**src/rtl/core/nnps_pkg.sv**
```systemverilog
package nnps_pkg;

  // list geometry
  localparam int LIST_DEPTH = 512;
  localparam int IDX_W      = $clog2(LIST_DEPTH);
  localparam int CNT_W      = $clog2(LIST_DEPTH + 1);

  // fixed field widths
  localparam int VAL_W = 32;
  localparam int POS_W = 9;

  // request codes
  localparam logic [1:0] REQ_CLEAR  = 2'd0;
  localparam logic [1:0] REQ_APPEND = 2'd1;
  localparam logic [1:0] REQ_QUERY  = 2'd2;

  // input item
  typedef struct packed {
    logic [1:0]              req_type;
    logic signed [VAL_W-1:0] data_value;
    logic                    direction;
  } req_t;

  // result item
  typedef struct packed {
    logic [POS_W-1:0] position;
    logic             neighbor_found;
    logic             overflow;
  } rsp_t;

  // scan unit status toward the controller
  typedef struct packed {
    logic             done;
    logic [IDX_W-1:0] position;
    logic             found;
  } scan_status_t;

endpackage

```
**src/rtl/core/nnps_cell.sv**
```systemverilog
module nnps_cell (
  input  logic                             clk,
  input  logic                             load,
  input  logic                             shift,
  input  logic signed [nnps_pkg::VAL_W-1:0] wr_data,
  input  logic signed [nnps_pkg::VAL_W-1:0] next_value,
  output logic signed [nnps_pkg::VAL_W-1:0] value
);
  import nnps_pkg::*;

  // one list entry: written on append, rotated toward the head during a scan
  always_ff @(posedge clk) begin
    if (load) begin
      value <= wr_data;
    end else if (shift) begin
      value <= next_value;
    end
  end

endmodule

```
**config.mk**
```make
export PLATFORM = sky130hd
export DESIGN_NAME = nnps_cell
export DESIGN_NICKNAME = d
export VERILOG_FILES = /design/src/rtl/core/nnps_pkg.sv /design/src/rtl/core/nnps_cell.sv
export SDC_FILE = /design/constraint.sdc
export NUM_CORES = 1
export LEC_CHECK = 0
export BUFFER_PORTS_ARGS = -buffer_cell sky130_fd_sc_hd__buf_2
export CELL_PAD_IN_SITES_DETAIL_PLACEMENT = 1
export CELL_PAD_IN_SITES_GLOBAL_PLACEMENT = 2
export CORE_ASPECT_RATIO = 1.2
export CORE_MARGIN = 10
export CORE_UTILIZATION = 29
export DETAILED_ROUTE_END_ITERATION = 6
export HOLD_SLACK_MARGIN = 0.12
export PLACE_DENSITY_LB_ADDON = 0.15
export SKIP_LAST_GASP = 1
export SYNTH_ARGS = -nofsm -noshare
export SYNTH_HDL_FRONTEND = slang
export SYNTH_SLANG_ARGS = --single-unit
```
**constraint.sdc**
```tcl
create_clock -name clk -period 3.1 [get_ports clk]
set_clock_uncertainty 0.1 [all_clocks]
set_input_delay 0.31 -clock clk [delete_from_list [all_inputs] [get_ports clk]]
set_output_delay 0.31 -clock clk [all_outputs]
set_load 0.02 [all_outputs]
```
# Word-level counts from Yosys, hierarchy flattened
# Cells that the tools add are included.
# classes
add_sub_neg	0
multipliers	0
div_mod_pow	0
order_cmp	0
n_eq_ne	0
n_shift	0
n_mux	2
bitwise_logic	0
reduce_logical	1
# ops
operator	count
$mux 32	2
$reduce_bool 2->1	1
# word_totals
register_bits	32
latchBits	0
mem_bits_rw	0
romBits	0
inputBits	67
output_inout_bits	32
n_memories	0

# Depth between registers and ports, before layout
# depth
depth_word	2
depth_mapped	3
mapped_depth_nobuf	1

# Worst setup path after synthesis
# OpenSTA, ideal clock, no wires.
# synth_timing
kind	input-to-reg
startpoint	input port load
endpoint	register value[0] in the netlist's numbering, enable pin
arrival_time_ns	1.332
required_time_ns	2.610
setup_slack_ns	1.277
path_stages	3
cell_sequence	buf_6 buf_12 or2_1
# synth_between
elab_chain_cells	1
# synth_rtl
item	line	source
start: declaration	nnps_cell.sv:3	input logic load,
$reduce_bool 2->1 (no source line)	--	
end signal: assignment	nnps_cell.sv:14	value <= wr_data;
end signal: assignment	nnps_cell.sv:16	value <= next_value;
end: declaration	nnps_cell.sv:7	output logic signed [nnps_pkg::VAL_W-1:0] value
# No other way between the ends.
# A chain may end at the register's enable or synchronous reset.

# Worst setup path after layout
# layout_timing
startpoint	input port load
endpoint	register value[12] in the netlist's numbering (data pin)
# layout_between
elab_chain_cells	1
# layout_rtl
item	line	source
$mux 32	nnps_cell.sv:13	if (load) begin
# No other way between the ends.

==> results.md <==
- Min Tclk post-route: 1.55 ns
- Post-route DRC: 0
- Hold Vio Cnt, Final: 0
- IO Count: 99
- Row cnt: 28
- Worst-case vdd ir drop: 0.000201 V
- Core ar.: 4970 um^2
- Max_slew headroom: 63.9%
- Post-synthesis instance total: 69
- Total setup buffers inserted after CTS: 0
- Status: finished, final reports clean
- Filler cells: 545
- Layout cells sized above 1: 79.2%
- Initial Utilization: 30.3%
- Hold_buf cts: 0
- Final GP Congestion: 0.742
- Die H: 99.0 um
- Final total negative setup slack: 0 ns
- Pins over their slew limit: 0
- Final ANT Viol Nets: 0
- Post-CTS sizing: 0
- Biggest register: value
- Worst-path clk slew: 0.06 ns
- Vias per inst: 4.31
- CTS buffer count: 5
- DRT Pass-1 Iters: 2
- CP Launch Type: input pin
- Setup WS pre-CTS: 1.23 ns
- CTS tree: done
- Clock Sinks: 32
- WP data arrival: 1.47 ns
- Initial antenna violation count: 0
- Tot GR Track Use: 9.27%
- Final setup viols: 0
- Routed WL: 4.12 mm
- FMAX: 0.646 GHz
- Antenna cell count: 0
- P per Cell Area: 509 nW/um^2
- Die area: 8490 um^2
- Gr ovfl total: 0
- Seq/Total Area, Yosys: 63.7%
- Input/output buffers: 98
- Post-synth cell types: 6
- CP Capture Type: register
- 1st-iter DRT viols: 28
- Syn avg cell area: 21.9 um^2
- Leak Pwr: 1.01 nW
- Area delta synth->final: 39.1%
- Area of the multi-input gates: 475 um^2
- Global-route wire length before repair: 6.03 mm
- Max H-tree Level: 2
- Worst Path Required: 3.03 ns
- WS Path Type: in -> reg
- Seq cells post-synth: 32
- Die width: 85.8 um
- Synth warn: 0
- Slew @ Worst Pin: 0.541 ns
- Syn Nets: 136
- Worst-case clock buffer depth: 2
- Hold Crit Class: in -> reg
- Number of global-route vias before repair: 1,229
- Unrepaired setup endpoints after global routing: no
- Largest net degree at the start of global routing: 33
- Routed via count: 1,005
- Storage cell area: 961 um^2
- Largest register FFs: 32
- Root Buffer: clkbuf_8
- Post-layout worst setup margin: 1.55 ns
- Period utilisation layout: 49.9%
- CP Max Fanout: 19
- Cell Area, Synth: 1510 um^2
- Wire length per cell: 17.7 um
- Final #Nets: 239
- Top Registers: value: 32 flops
- Max-cap violations: 0
[area by class of cell]
type / count / share of cell area [%]
clock inverter: 1 / 0.179
multi-input combinational: 33 / 22.7
timing repair buffer: 100 / 24.1
tap: 60 / 3.58
sequential: 32 / 45.8
clock buffer: 7 / 3.64
[routing by layer]
layer / part of all wire (%) / global-route usage, % / vias to the layer above
met5: 0 / 0 / -
met4: 1.1 / 3.43 / 0
met3: 10 / 5.44 / 4
met2: 55 / 16.7 / 52
met1: 34 / 8.26 / 477
li1: - / - / 472
[critical path, cell delays in order]
cell and delay, ns:
buf_2 0.44, buf_4 0.38, mux2_4 0.33
[layout by cell type (no fill, tap or decap)]
master    netlist  final
buf_2           0     98
edfxtp_1       32     32
mux2_4         29     29
clkbuf_8        0      5
mux2_2          3      3
clkbuf_1        0      2
buf_4           0      2
or2_1           1      1
clkinv_1        0      1
[per-stage QoR]
step           hold WS, ns  power [mW]  std cells  util (%)  area [um^2]
6_report             0.231        1.07        233      42.2         2100
5_1_grt              0.216        1.12        233      42.2         2100
4_1_cts              0.217        1.09        233      42.2         2100
3_5_place_dp         0.514       0.785        225      40.5         2020
3_3_place_gp         0.510       0.779        225      40.5         2020
2_1_floorplan        0.427       0.693         69         -         1510
[cells by family after synthesis]
logic type,synth area share (%)
buf+inv,4.73
mux,31.1
flops,63.7
simple gates,0.415
[cell usage after synthesis]
cell | n | area [um^2]
buf_12 | 3 | 60.1
mux2_2 | 3 | 33.8
buf_6 | 1 | 11.3
or2_1 | 1 | 6.26
edfxtp_1 | 32 | 961
mux2_4 | 29 | 435
[final timing paths]
check / from / endpoint / slack (ns) / depth (start not counted)
min: wr_data[23] / value[23]$_DFFE_PP_ / 0.23 / 2
max: load / value[12]$_DFFE_PP_ / 1.55 / 3
[report_power, final]
part	switching (mW)	total, mW	internal [mW]	leakage (nW)
combinational	0.119	0.227	0.108	0.647
sequential	0.0114	0.543	0.531	0.326
clock	0.141	0.298	0.156	0.0399
total	0.272	1.07	0.796	1.01
Note: power is estimated with default switching activity, not from simulation.
