<file path="src/rtl/core/nnps_pkg.sv">
package nnps_pkg;

  // list geometry
  localparam int LIST_DEPTH = 512;
  localparam int IDX_W      = $clog2(LIST_DEPTH);
  localparam int CNT_W      = $clog2(LIST_DEPTH + 1);

  // fixed field widths
  localparam int VAL_W = 32;
  localparam int POS_W = 9;

  // request codes
  localparam logic [1:0] REQ_CLEAR  = 2'd0;
  localparam logic [1:0] REQ_APPEND = 2'd1;
  localparam logic [1:0] REQ_QUERY  = 2'd2;

  // input item
  typedef struct packed {
    logic [1:0]              req_type;
    logic signed [VAL_W-1:0] data_value;
    logic                    direction;
  } req_t;

  // result item
  typedef struct packed {
    logic [POS_W-1:0] position;
    logic             neighbor_found;
    logic             overflow;
  } rsp_t;

  // scan unit status toward the controller
  typedef struct packed {
    logic             done;
    logic [IDX_W-1:0] position;
    logic             found;
  } scan_status_t;

endpackage

</file>
<file path="src/rtl/core/nnps_scan.sv">
module nnps_scan (
  input  logic                              clk,
  input  logic                              rst,
  input  logic                              start,
  input  logic signed [nnps_pkg::VAL_W-1:0] query_value,
  input  logic                              ascending,
  input  logic [nnps_pkg::CNT_W-1:0]        count,
  input  logic signed [nnps_pkg::VAL_W-1:0] head_value,
  output logic                              shift,
  output nnps_pkg::scan_status_t            status
);
  import nnps_pkg::*;

  logic                    running;
  logic                    done;
  logic [IDX_W-1:0]        idx;
  logic signed [VAL_W-1:0] qv;
  logic                    asc;
  logic                    found;
  logic signed [VAL_W-1:0] nbr_val;
  logic [IDX_W-1:0]        nbr_idx;
  logic signed [VAL_W-1:0] ext_val;
  logic [IDX_W-1:0]        ext_idx;

  logic in_range;
  logic cand;
  logic better;
  logic ext_better;
  logic last;

  // compares of the entry now at the head of the ring
  always_comb begin
    in_range   = CNT_W'(idx) < count;
    cand       = asc ? (head_value > qv) : (head_value < qv);
    better     = asc ? (head_value < nbr_val) : (head_value > nbr_val);
    ext_better = asc ? (head_value < ext_val) : (head_value > ext_val);
    last       = idx == IDX_W'(LIST_DEPTH - 1);
  end

  // control: one full turn of the ring per query
  always_ff @(posedge clk) begin
    if (rst) begin
      running <= 1'b0;
      done    <= 1'b0;
    end else begin
      done <= 1'b0;
      if (start) begin
        running <= 1'b1;
      end else if (running && last) begin
        running <= 1'b0;
        done    <= 1'b1;
      end
    end
  end

  // running best neighbor and fallback extreme, first occurrence wins
  always_ff @(posedge clk) begin
    if (start) begin
      idx   <= '0;
      qv    <= query_value;
      asc   <= ascending;
      found <= 1'b0;
    end else if (running) begin
      idx <= idx + 1'b1;
      if (in_range) begin
        if (cand && (!found || better)) begin
          found   <= 1'b1;
          nbr_val <= head_value;
          nbr_idx <= idx;
        end
        if ((idx == '0) || ext_better) begin
          ext_val <= head_value;
          ext_idx <= idx;
        end
      end
    end
  end

  assign shift           = running;
  assign status.done     = done;
  assign status.found    = found;
  assign status.position = found ? nbr_idx : ext_idx;

endmodule

</file>
<file path="config.mk">
export PLATFORM = sky130hd
export DESIGN_NAME = nnps_scan
export DESIGN_NICKNAME = d
export VERILOG_FILES = /design/src/rtl/core/nnps_pkg.sv /design/src/rtl/core/nnps_scan.sv
export SDC_FILE = /design/constraint.sdc
export NUM_CORES = 1
export LEC_CHECK = 0
export BUFFER_PORTS_ARGS = -buffer_cell sky130_fd_sc_hd__buf_2
export CAP_MARGIN = 15
export CORE_MARGIN = 2
export CORE_UTILIZATION = 25
export DETAILED_ROUTE_END_ITERATION = 8
export HOLD_SLACK_MARGIN = 0.08
export PLACE_DENSITY_LB_ADDON = 0.08
export SETUP_SLACK_MARGIN = 0.2
export SLEW_MARGIN = 25
export SYNTH_ARGS = -nofsm -noshare
export SYNTH_HDL_FRONTEND = slang
export SYNTH_SLANG_ARGS = --single-unit
</file>
<file path="constraint.sdc">
create_clock -name clk -period 11.2 [get_ports clk]
set_input_delay 3.36 -clock clk [delete_from_list [all_inputs] [get_ports clk]]
set_output_delay 3.36 -clock clk [all_outputs]
set_load 0.01 [all_outputs]
</file>
Yosys cells after proc, flatten, opt, wreduce, memory -nomap -nowiden. Index checks and enable logic that the tools add are counted.

Flip-flop bits (word level): 127. Input bits: 78. Output and inout bits: 12. Logic and storage cells: 38.

$add $sub $neg: 1. $lt $le $gt $ge: 7. Equality and inequality tests: 1. Mux-type cells: 7. Bitwise operators: 1. Reductions and logical operators: 11.

Operators with widths (count): 32-bit greater-than comparator (3); 32-bit < comparator (3); 9-bit by 10-bit < comparator with 1-bit output (1); 9-bit by 1-bit adder with 9-bit output (second input constant) (1); 9-bit equality test (second input constant) (1); 9-bit logical NOT (1); 9-bit two-way mux (1); 4-bit AND reduction (2); 1-bit two-way mux (6); 3-bit AND reduction (1); 1-bit logical AND (2); 1-bit logical OR (2); 2-bit nonzero test (1); 2-bit OR reduction (1); 1-bit logical NOT (1); 1-bit NOT (1).

Logic depth before layout (Yosys ltp). Gate-level depths: netlist of the first run.

Word-level depth: 5. Mapped depth: 9.

Worst setup path before layout of the first run. No wires, ideal clock.

Path kind: input to register. Start: input port head_value[1] (netlist bit). End: register nbr_idx[0] (enable). Arrival: 8.004 ns. Required time: 10.686 ns. Path slack: 2.682 ns. Stages: 8. Path through: ha_1 nor2b_1 o211ai_1 a2111oi_1 or4b_1 a221oi_2 nor3_1 a311oi_1.

Cells in the longest elaborated chain, start to end: 5. Elaborated cells on any way between the ends: 9. Those cells by class: order compare: 4; mux: 2; reduce/logical: 3.

RTL lines: start, declared (line nnps_scan.sv:8) `input logic signed [nnps_pkg::VAL_W-1:0] head_value,`; 32-bit greater-than comparator / 32-bit < comparator (equally long branches) (line nnps_scan.sv:35) `better = asc ? (head_value < nbr_val) : (head_value > nbr_val);`; 1-bit two-way mux (line nnps_scan.sv:35); 1-bit logical OR (line nnps_scan.sv:66) `if (cand && (!found || better)) begin`; 1-bit logical AND * (line nnps_scan.sv:66); 4-bit AND reduction (no line) *; end signal, assigned (line nnps_scan.sv:69) `nbr_idx <= idx;`; end, declared (line nnps_scan.sv:21) `logic [IDX_W-1:0] nbr_idx;`.

Mark *: on every way between the ends. The rest lies on a longest branch, timed or not. A chain may end at the register's enable or synchronous reset.

Final worst setup path of the first run.
Start: input port head_value[5] (netlist bit). End: register ext_idx[4] (enable).

Cells in the longest elaborated chain, start to end: 4. Elaborated cells on any way between the ends: 5. Those cells by class: order compare: 2; mux: 1; reduce/logical: 2.

RTL lines: 32-bit greater-than comparator / 32-bit < comparator (equally long branches) (line nnps_scan.sv:36) `ext_better = asc ? (head_value < ext_val) : (head_value > ext_val);`; 1-bit two-way mux * (line nnps_scan.sv:36); 1-bit logical OR * (line nnps_scan.sv:71) `if ((idx == '0) || ext_better) begin`; 4-bit AND reduction (no line) *; end signal, assigned (line nnps_scan.sv:73) `ext_idx <= idx;`; end, declared (line nnps_scan.sv:23) `logic [IDX_W-1:0] ext_idx;`.

Marked as above.

==> metrics.md, run 1 <==
| Metric | Value |
|---|---|
| GRT overflow | `0` |
| WP depth | `10` |
| CORE AREA | `26950 µm²` |
| Period utilization | `56.98%` |
| Clk root buf | `clkbuf_16` |
| Min Tclk post-route | `6.382 ns` |
| Startpoint types | `primary input` |
| Area grow syn2layout | `21.74%` |
| Number of routed nets with antenna violations | `0` |
| Register area share after synthesis | `53.70%` |
| # nets final | `871` |
| Crit path max fanout | `21` |
| DIE AREA | `28850 µm²` |
| Final Instance Count excl. Fillers | `1040` |
| Yosys warns | `0` |
| Residual DRC | `0` |
| Post-Syn Nets | `764` |
| Max rail drop VDD | `0.07104 mV` |
| Tot Pwr | `0.001270 W` |
| Vias in the first global route | `4824` |
| Final setup fails | `0` |
| Initial antenna violation count | `1` |
| Placed cells | `1008` |
| Area leader, netlist | `edfxtp_1` |
| First-pass GRT wire length | `26730 µm` |
| Post-Syn Instances | `579` |
| Worst hold path class | `reg2reg` |
| Max clock buf depth | `2` |
| Count leader, synth | `edfxtp_1` |
| Setup Skew | `0.01272 ns` |
| Hpwl dp | `12670 µm` |
| Vias per inst | `4.432` |
| Async SR Flop Fraction | `0%` |
| Initial cell density of the core | `25.52%` |
| Post-synth cell types | `54` |
| # rows | `60` |
| Crit-path cells | `buf_2, ha_1, a21oi_1, o21ai_0, o2bb2ai_1, a2111oi_0, o2111a_1, nor3_1, a21oi_4, buf_4` |
| Crit end category | `flop` |
| GPL Wtd Cong | `0.7699` |
| Largest net degree at the start of global routing | `47` |
| Leak pwr | `3.687 nW` |
| Avg Inst Size Synth | `11.88 µm²` |
| Die X | `169.9 µm` |
| Critical path origin | `head_value[5]` |
| Crit path DAT | `6.47 ns` |
| Post-Route WL | `16860 µm` |
| Worst setup path endpoint | `ext_idx[4]` |
| Post-synth top cells | `edfxtp_1 (115), inv_1 (114), ha_1 (107)` |
| Mapped cell area | `6878 µm²` |
| Unrepaired setup endpoints after global routing | `false` |
| Initial DRC Count | `199` |
| Ranking of synthesized cells by area | `edfxtp_1 (50%), ha_1 (19%), inv_1 (6.2%)` |
| CP required | `11.28 ns` |
| EDFF count, synth | `115` |
| R2R depth | `10` |
| Port Buffers | `89` |
| Clock Sink Count | `127` |
| Die height | `169.9 µm` |
| FF-to-FF setup slack | `7.57 ns` |
| Tot GR Track Use | `12.34%` |
| Clock transition at the registers of the reported paths | `0.06 ns` |
| # diodes | `0` |
| Slew margin rel. | `34.66%` |
| Yosys reg bits | `127` |
| FILL cells | `2750` |
| Slowest cell on crit path | `a21oi_4` |
| Pins over their slew limit | `0` |
| Status | `complete, no violations` |
| Drt first pass iters | `4` |
| Post-route setup TNS | `0 ns` |
| Delay of the slowest cell on the worst path | `0.68 ns` |
| FMAX | `0.1567 GHz` |
| Clk_lat worst skew | `0.42 ns` |
| Final Hold Viols | `0` |
| H-tree levels | `4` |
| Max-Cap Viols | `0` |
| Delay-heaviest family, CP | `compound AO/OA/AOI/OAI gates` |
| Critical R2R Capture | `ext_idx[4]` |
| Share of the synthesized area in the top cell type | `50.21%` |
| Cts-stage hold buffer count | `0` |
| Top Ports | `90` |
| Inserted Clock Buffers | `17` |
| WL/cell | `16.21 µm` |
| Critical path buffers and inverters | `2` |
| WS Path Type | `in2reg` |
| Post-CTS Resized | `0` |
| PwrDens | `151.7 nW/µm²` |
| Least-Margin Pin Slew | `0.9711 ns` |
| Via count | `4609` |
| Critical R2R Launch | `ext_val[5]` |
| Setup bufs post-CTS | `0` |
| TritonCTS clock tree | `yes` |
| Top FF cell, synth | `edfxtp_1` |
| Share of layout cells above drive strength 1 | `20.03%` |
-- cell usage in the layout, fill, tap and decap left out, types with 7 or more instances in the layout --
cell / n
buf_2: 89
nor4_1: 7
ha_1: 107
nand3_1: 10
dfxtp_1: 12
nor2_1: 17
mux2_2: 9
edfxtp_1: 115
clkbuf_16: 17
nand4_1: 25
inv_1: 114
nand2_1: 26
o21ai_0: 8
nor3_1: 7
a21oi_1: 47
-- stage by stage --
stage                     setup WS (ns)  hold WS (ns)  area, µm²  util [%]
after CTS                         4.783        0.5677       8373     31.07
final                             4.818        0.5648       8373     31.07
after global placement            4.358        0.5469       7774     28.84
after detailed placement          4.320        0.5586       7774     28.84
after global routing              4.567        0.5766       8373     31.07
after floorplan                   2.682        0.4812       6878         -
-- layer usage --
layer	track usage (%)	part of all wire (%)	wire (µm)
met1	17.14	51	8546
met2	19.04	44	7398
met3	2.488	3.5	594
met4	4.459	1.8	304
met5	0	0.095	16
-- where the power goes --
part	internal [W]	switching (W)	leakage (nW)
Combinational	0.0000605	0.0000904	2.22
Clock	0.000346	0.000215	0.289
Sequential	0.000547	0.0000118	1.18
Total	0.000953	0.000317	3.69
-- worst reg2reg max path: stages (launching register included) --
cell	delay [ns]
edfxtp_1	0.35
inv_1	0.06
ha_1	0.23
a21oi_1	0.17
o21ai_0	0.18
o2bb2ai_1	0.16
a2111oi_0	0.63
o2111a_1	0.29
nor3_1	0.07
a21oi_4	0.68
buf_4	0.46
-- cell families (layout without fill, tap and decap cells) --
group / after synthesis / after routing / share of synthesized area (%)
fa+ha+maj: 107 / 107 / 19.47
flops: 127 / 127 / 53.70
xor+xnor: 5 / 5 / 0.6367
simple gates: 112 / 112 / 8.732
mux: 11 / 11 / 1.765
compound gates: 98 / 98 / 8.969
buf+inv: 119 / 239 / 6.731
-- final cells by class --
class / count / area, µm² / area share, %
multi-input combinational: 333 / 2750 / 32.85
inverter: 114 / 427.9 / 5.111
sequential: 127 / 3694 / 44.11
timing repair buffer: 93 / 475.5 / 5.678
clock buffer: 20 / 466.7 / 5.574
tap: 341 / 426.7 / 5.096
clock inverter: 12 / 132.6 / 1.584
-- how the worst min path moves through the flow --
stage / start / to / slack (ns) / depth (start not counted)
finish: idx[8] / nbr_idx[8] / 0.56 / 0
global placement: idx[8] / ext_idx[8] / 0.55 / 0
detailed placement: idx[8] / ext_idx[8] / 0.56 / 0
floorplan: found / found / 0.48 / 2
CTS: idx[8] / ext_idx[8] / 0.57 / 0
global route: idx[8] / nbr_idx[8] / 0.58 / 0
-- flip-flops by register name, summed over array words and instances (netlist names) --
| register | flops |
|---|---|
| shift | 1 |
| nbr_val | 32 |
| qv | 32 |
| asc | 1 |
| idx | 9 |
| ext_idx | 9 |
| found | 1 |
| ext_val | 32 |
| nbr_idx | 9 |
| done | 1 |
Power figures use the tool's default switching activity.
==> run 2, diff against run 1 <==
==> constraint.sdc (replaced) <==
create_clock -name clk -period 5.8 [get_ports clk]
set_input_delay 1.74 -clock clk [delete_from_list [all_inputs] [get_ports clk]]
set_output_delay 1.74 -clock clk [all_outputs]
set_load 0.01 [all_outputs]
==> metrics.md, run 2 (same netlist as run 1, synthesis figures left out) <==
| Metric | Value |
|---|---|
| WL/cell | `16.06 µm` |
| Post-route setup TNS | `0 ns` |
| Least-Margin Pin Slew | `0.8718 ns` |
| Number of routed nets with antenna violations | `0` |
| PwrDens | `289.3 nW/µm²` |
| M1 GR Usage | `16.79%` |
| Via count | `4593` |
| # diodes | `0` |
| Pins over their slew limit | `0` |
| H-tree levels | `4` |
| Final setup fails | `0` |
| Clk root buf | `clkbuf_16` |
| Area grow syn2layout | `21.70%` |
| Post-CTS Resized | `0` |
| Vias in the first global route | `4768` |
| DIE AREA | `28850 µm²` |
| Slew margin rel. | `41.35%` |
| # nets final | `873` |
| M2 GR Usage | `19.25%` |
| Met3 GRT Util | `2.907%` |
| Largest regs | `ext_val: 32 flops, nbr_val: 32 flops, qv: 32 flops` |
| Period utilization | `78.35%` |
| Placed inst area | `7789 µm²` |
| Area of the multi-input gates | `2750 µm²` |
| Startpoint types | `primary input` |
| WS Path Type | `in2reg` |
| GPL Wtd Cong | `0.7377` |
| GRT overflow | `0` |
| Cts-stage hold buffer count | `0` |
| Inserted Clock Buffers | `17` |
| Share of layout cells above drive strength 1 | `20.26%` |
| Worst hold path class | `reg2reg` |
| Initial antenna violation count | `0` |
| Most frequent cells in the layout | `edfxtp_1 (115), inv_1 (114), ha_1 (107), buf_2 (89), a21oi_1 (47)` |
| Die X | `169.9 µm` |
| Clock Sink Count | `127` |
| Tot Pwr | `0.002422 W` |
| Initial cell density of the core | `25.52%` |
| Residual DRC | `0` |
| Leak pwr | `3.692 nW` |
| Port Buffers | `89` |
| Clk_lat worst skew | `0.43 ns` |
| Hold slack | `0.5559 ns` |
| Post-Route WL | `16730 µm` |
| Grt peak-use layer | `met2` |
| CORE AREA | `26950 µm²` |
| TritonCTS clock tree | `yes` |
| FILL cells | `2755` |
| Setup Skew | `0.01351 ns` |
| Crit path max fanout | `29` |
| CP required | `5.86 ns` |
| Die height | `169.9 µm` |
| Vias per inst | `4.408` |
| Initial DRC Count | `211` |
| Largest net degree at the start of global routing | `30` |
| Most common cell after layout, fill and taps aside | `edfxtp_1` |
| Final Cell Area | `8371 µm²` |
| Final Instance Count excl. Fillers | `1042` |
| Drt first pass iters | `4` |
| Clock transition at the registers of the reported paths | `0.06 ns` |
| FMAX | `0.2201 GHz` |
| Hpwl dp | `12690 µm` |
| Setup bufs post-CTS | `0` |
| Tot GR Track Use | `12.34%` |
| # rows | `60` |
| First-pass GRT wire length | `26580 µm` |
| Crit end category | `flop` |
| Placed cells | `1010` |
| Unrepaired setup endpoints after global routing | `false` |
| Min Tclk post-route | `4.544 ns` |
| Status | `complete, no violations` |
| Max clock buf depth | `2` |
| Final Hold Viols | `0` |
| Max-Cap Viols | `0` |
| Max rail drop VDD | `0.1474 mV` |
| Top Ports | `90` |
| Seq. cell area | `3694 µm²` |
| Crit path DAT | `4.60 ns` |
## run 2: cell count changes in the layout (fill, tap and decap cells not counted)
cell        change
inv_6           +5
buf_4           +2
bufinv_16       -2
clkinv_2        -2
clkbuf_16       +1
clkinv_4        -1
clkinvlp_4      -1
## run 2: metrics by stage
stage,setup WS (ns),utilization [%]
2_1_floorplan,0.2138,-
3_3_place_gp,0.7960,28.90
3_5_place_dp,0.8043,28.90
4_1_cts,1.259,31.06
5_1_grt,1.091,31.06
6_report,1.256,31.06
## run 2: per-layer routing
layer / vias to the layer above / wire [µm] / part of all wire, %
li1: 2329 / - / -
met1: 2158 / 8191 / 49
met2: 86 / 7652 / 46
met3: 20 / 621 / 3.7
met4: 0 / 266 / 1.6
met5: - / 0 / 0
## run 2: power by group
part / switching, W / internal [W] / total (W)
sequential: 0.0000215 / 0.00106 / 0.00108
combinational: 0.000174 / 0.000118 / 0.000292
clock: 0.000437 / 0.000616 / 0.00105
## run 2: final cells by class
cell class	count	area share [%]
Sequential cell	127	44.13
Multi-Input combinational cell	333	32.86
Clock buffer	21	5.874
Timing Repair Buffer	95	5.859
Inverter	114	5.112
Tap cell	341	5.097
Clock inverter	11	1.076
## run 2: critical path, stage by stage
cell      delay, ns
buf_2          0.13
ha_1           0.43
nand4_1        0.23
nor4_1         0.81
o31a_1         0.30
o221a_1        0.20
nor2_1         0.07
a311oi_4       0.23
buf_4          0.46
## run 2: final timing paths
check                               startpoint  slack, ns     endpoint  cells past startpoint
worst max register to register          qv[31]       2.32  nbr_val[26]                      9
worst min-delay path                    idx[8]       0.56   nbr_idx[8]                      0
worst min register to register          idx[8]       0.56   nbr_idx[8]                      0
worst max-delay path            head_value[31]       1.26  nbr_val[26]                      9
==> run 3, diff against run 2 <==
==> constraint.sdc (replaced) <==
create_clock -name clk -period 4.3 [get_ports clk]
set_input_delay 1.29 -clock clk [delete_from_list [all_inputs] [get_ports clk]]
set_output_delay 1.29 -clock clk [all_outputs]
set_load 0.01 [all_outputs]
==> metrics.md, run 3 (same netlist as run 1, synthesis figures left out) <==
| Metric | Value |
|---|---|
| Status | `complete, no violations` |
| Hold Crit Start | `idx[7]` |
| Placed inst area | `7923 µm²` |
| Die X | `169.9 µm` |
| DIE AREA | `28850 µm²` |
| Startpoint types | `primary input` |
| Setup bufs post-CTS | `0` |
| Residual DRC | `0` |
| Die height | `169.9 µm` |
| Setup Skew | `0.01055 ns` |
| Crit path max fanout | `25` |
| Largest net degree at the start of global routing | `45` |
| # rows | `60` |
| FILL cells | `2738` |
| M1 GR Usage | `17.67%` |
| GRT overflow | `0` |
| Initial DRC Count | `179` |
| Critical R2R Capture | `nbr_val[16]` |
| Crit end category | `flop` |
| GPL Wtd Cong | `0.7800` |
| Most frequent cells in the layout | `edfxtp_1 (115), inv_1 (114), ha_1 (105), buf_2 (89), a21oi_1 (47)` |
| Drt first pass iters | `4` |
| Final Cell Area | `8477 µm²` |
| Final core occ | `31.45%` |
| # diodes | `0` |
| Slew margin rel. | `52.50%` |
| Final Hold Viols | `0` |
| Vias per inst | `4.465` |
| Worst hold path class | `reg2reg` |
| Clock Sink Count | `127` |
| Top Ports | `90` |
| FF-to-FF setup slack | `1.13 ns` |
| Area grow syn2layout | `23.25%` |
| Tot Pwr | `0.003224 W` |
| Share of layout cells above drive strength 1 | `20.99%` |
| Least-Margin Pin Slew | `0.7061 ns` |
| FMAX | `0.2624 GHz` |
| Post-route setup TNS | `0 ns` |
| # nets final | `877` |
| Hpwl dp | `13120 µm` |
| Inserted Clock Buffers | `17` |
| Hold path cells | `0` |
| Clk root buf | `clkbuf_16` |
| Via count | `4670` |
| Most common cell after layout, fill and taps aside | `edfxtp_1` |
| Min Tclk post-route | `3.811 ns` |
| TritonCTS clock tree | `yes` |
| Vias in the first global route | `4881` |
| Max rail drop VDD | `0.2453 mV` |
| Unrepaired setup endpoints after global routing | `false` |
| Leak pwr | `3.713 nW` |
| Initial cell density of the core | `25.52%` |
| Clk_lat worst skew | `0.42 ns` |
| WL/cell | `16.45 µm` |
| Tot GR Track Use | `12.53%` |
| Hold endpoint | `nbr_idx[7]` |
| PwrDens | `380.4 nW/µm²` |
| Cts-stage hold buffer count | `0` |
| Post-CTS Resized | `0` |
| Initial antenna violation count | `0` |
| Area of the multi-input gates | `2791 µm²` |
| Critical R2R Launch | `qv[31]` |
| Grt peak-use layer | `met2` |
| CORE AREA | `26950 µm²` |
| Port Buffers | `89` |
| Clock transition at the registers of the reported paths | `0.06 ns` |
| Number of routed nets with antenna violations | `0` |
| Max-Cap Viols | `0` |
| Met3 GRT Util | `2.628%` |
| Max clock buf depth | `2` |
| R2R depth | `9` |
| Seq. cell area | `3694 µm²` |
| H-tree levels | `4` |
| Crit path DAT | `3.92 ns` |
| Period utilization | `88.63%` |
| Post-Route WL | `17210 µm` |
| CP required | `4.41 ns` |
| Final setup fails | `0` |
| First-pass GRT wire length | `27210 µm` |
| Pins over their slew limit | `0` |
| M2 GR Usage | `19.18%` |
| Largest regs | `ext_val: 32 flops, nbr_val: 32 flops, qv: 32 flops` |
| WS Path Type | `in2reg` |
[run 3: changes by cell type in the layout (fill, tap and decap cells not counted), sizes merged]
cell      change
clkbuf        -1
clkinvlp      +1
inv           -6
clkinv        +6
buf           +4
[run 3: per-layer routing]
layer	share of wire, %	routed length (µm)
met1	51	8763
met2	45	7717
met3	3.0	521
met5	0	0
met4	1.2	209
[run 3: how the worst max path moves through the flow]
stage | start | to | slack, ns | cells after the start
6_report | head_value[31] | nbr_val[16] | 0.49 | 9
3_5_place_dp | head_value[31] | nbr_val[23] | -0.05 | 9
4_1_cts | head_value[31] | nbr_val[16] | 0.39 | 9
3_3_place_gp | head_value[31] | nbr_val[25] | -0.001 | 9
2_1_floorplan | head_value[1] | nbr_idx[0] | -0.14 | 8
5_1_grt | head_value[31] | nbr_val[16] | 0.23 | 9
[run 3: final cells by class]
cell class,instances,share of cell area [%]
Clock buffer,20,5.520
Clock inverter,12,1.018
Inverter,114,5.048
Multi-Input combinational cell,333,32.93
Sequential cell,127,43.57
Tap cell,341,5.033
Timing Repair Buffer,99,6.878
[run 3: per-stage QoR]
stage,setup slack [ns],std cells,hold slack (ns)
finish,0.4890,1046,0.5561
CTS,0.3890,1046,0.5590
global route,0.2273,1046,0.5800
global placement,-0.001367,1014,0.5555
floorplan,-0.1449,579,0.4980
detailed placement,-0.04949,1014,0.5587
[run 3: power by group]
| part | switching (W) | internal (W) |
|---|---|---|
| Clock | 0.000568 | 0.000787 |
| Sequential | 0.0000304 | 0.00142 |
| Combinational | 0.000242 | 0.000173 |
[run 3: critical path: stages]
cell      delay (ns)
buf_2           0.14
ha_1            0.32
nand4_1         0.25
nor4_1          0.71
o31a_1          0.28
o221a_1         0.19
nor2_1          0.07
a311oi_4        0.39
buf_12          0.26
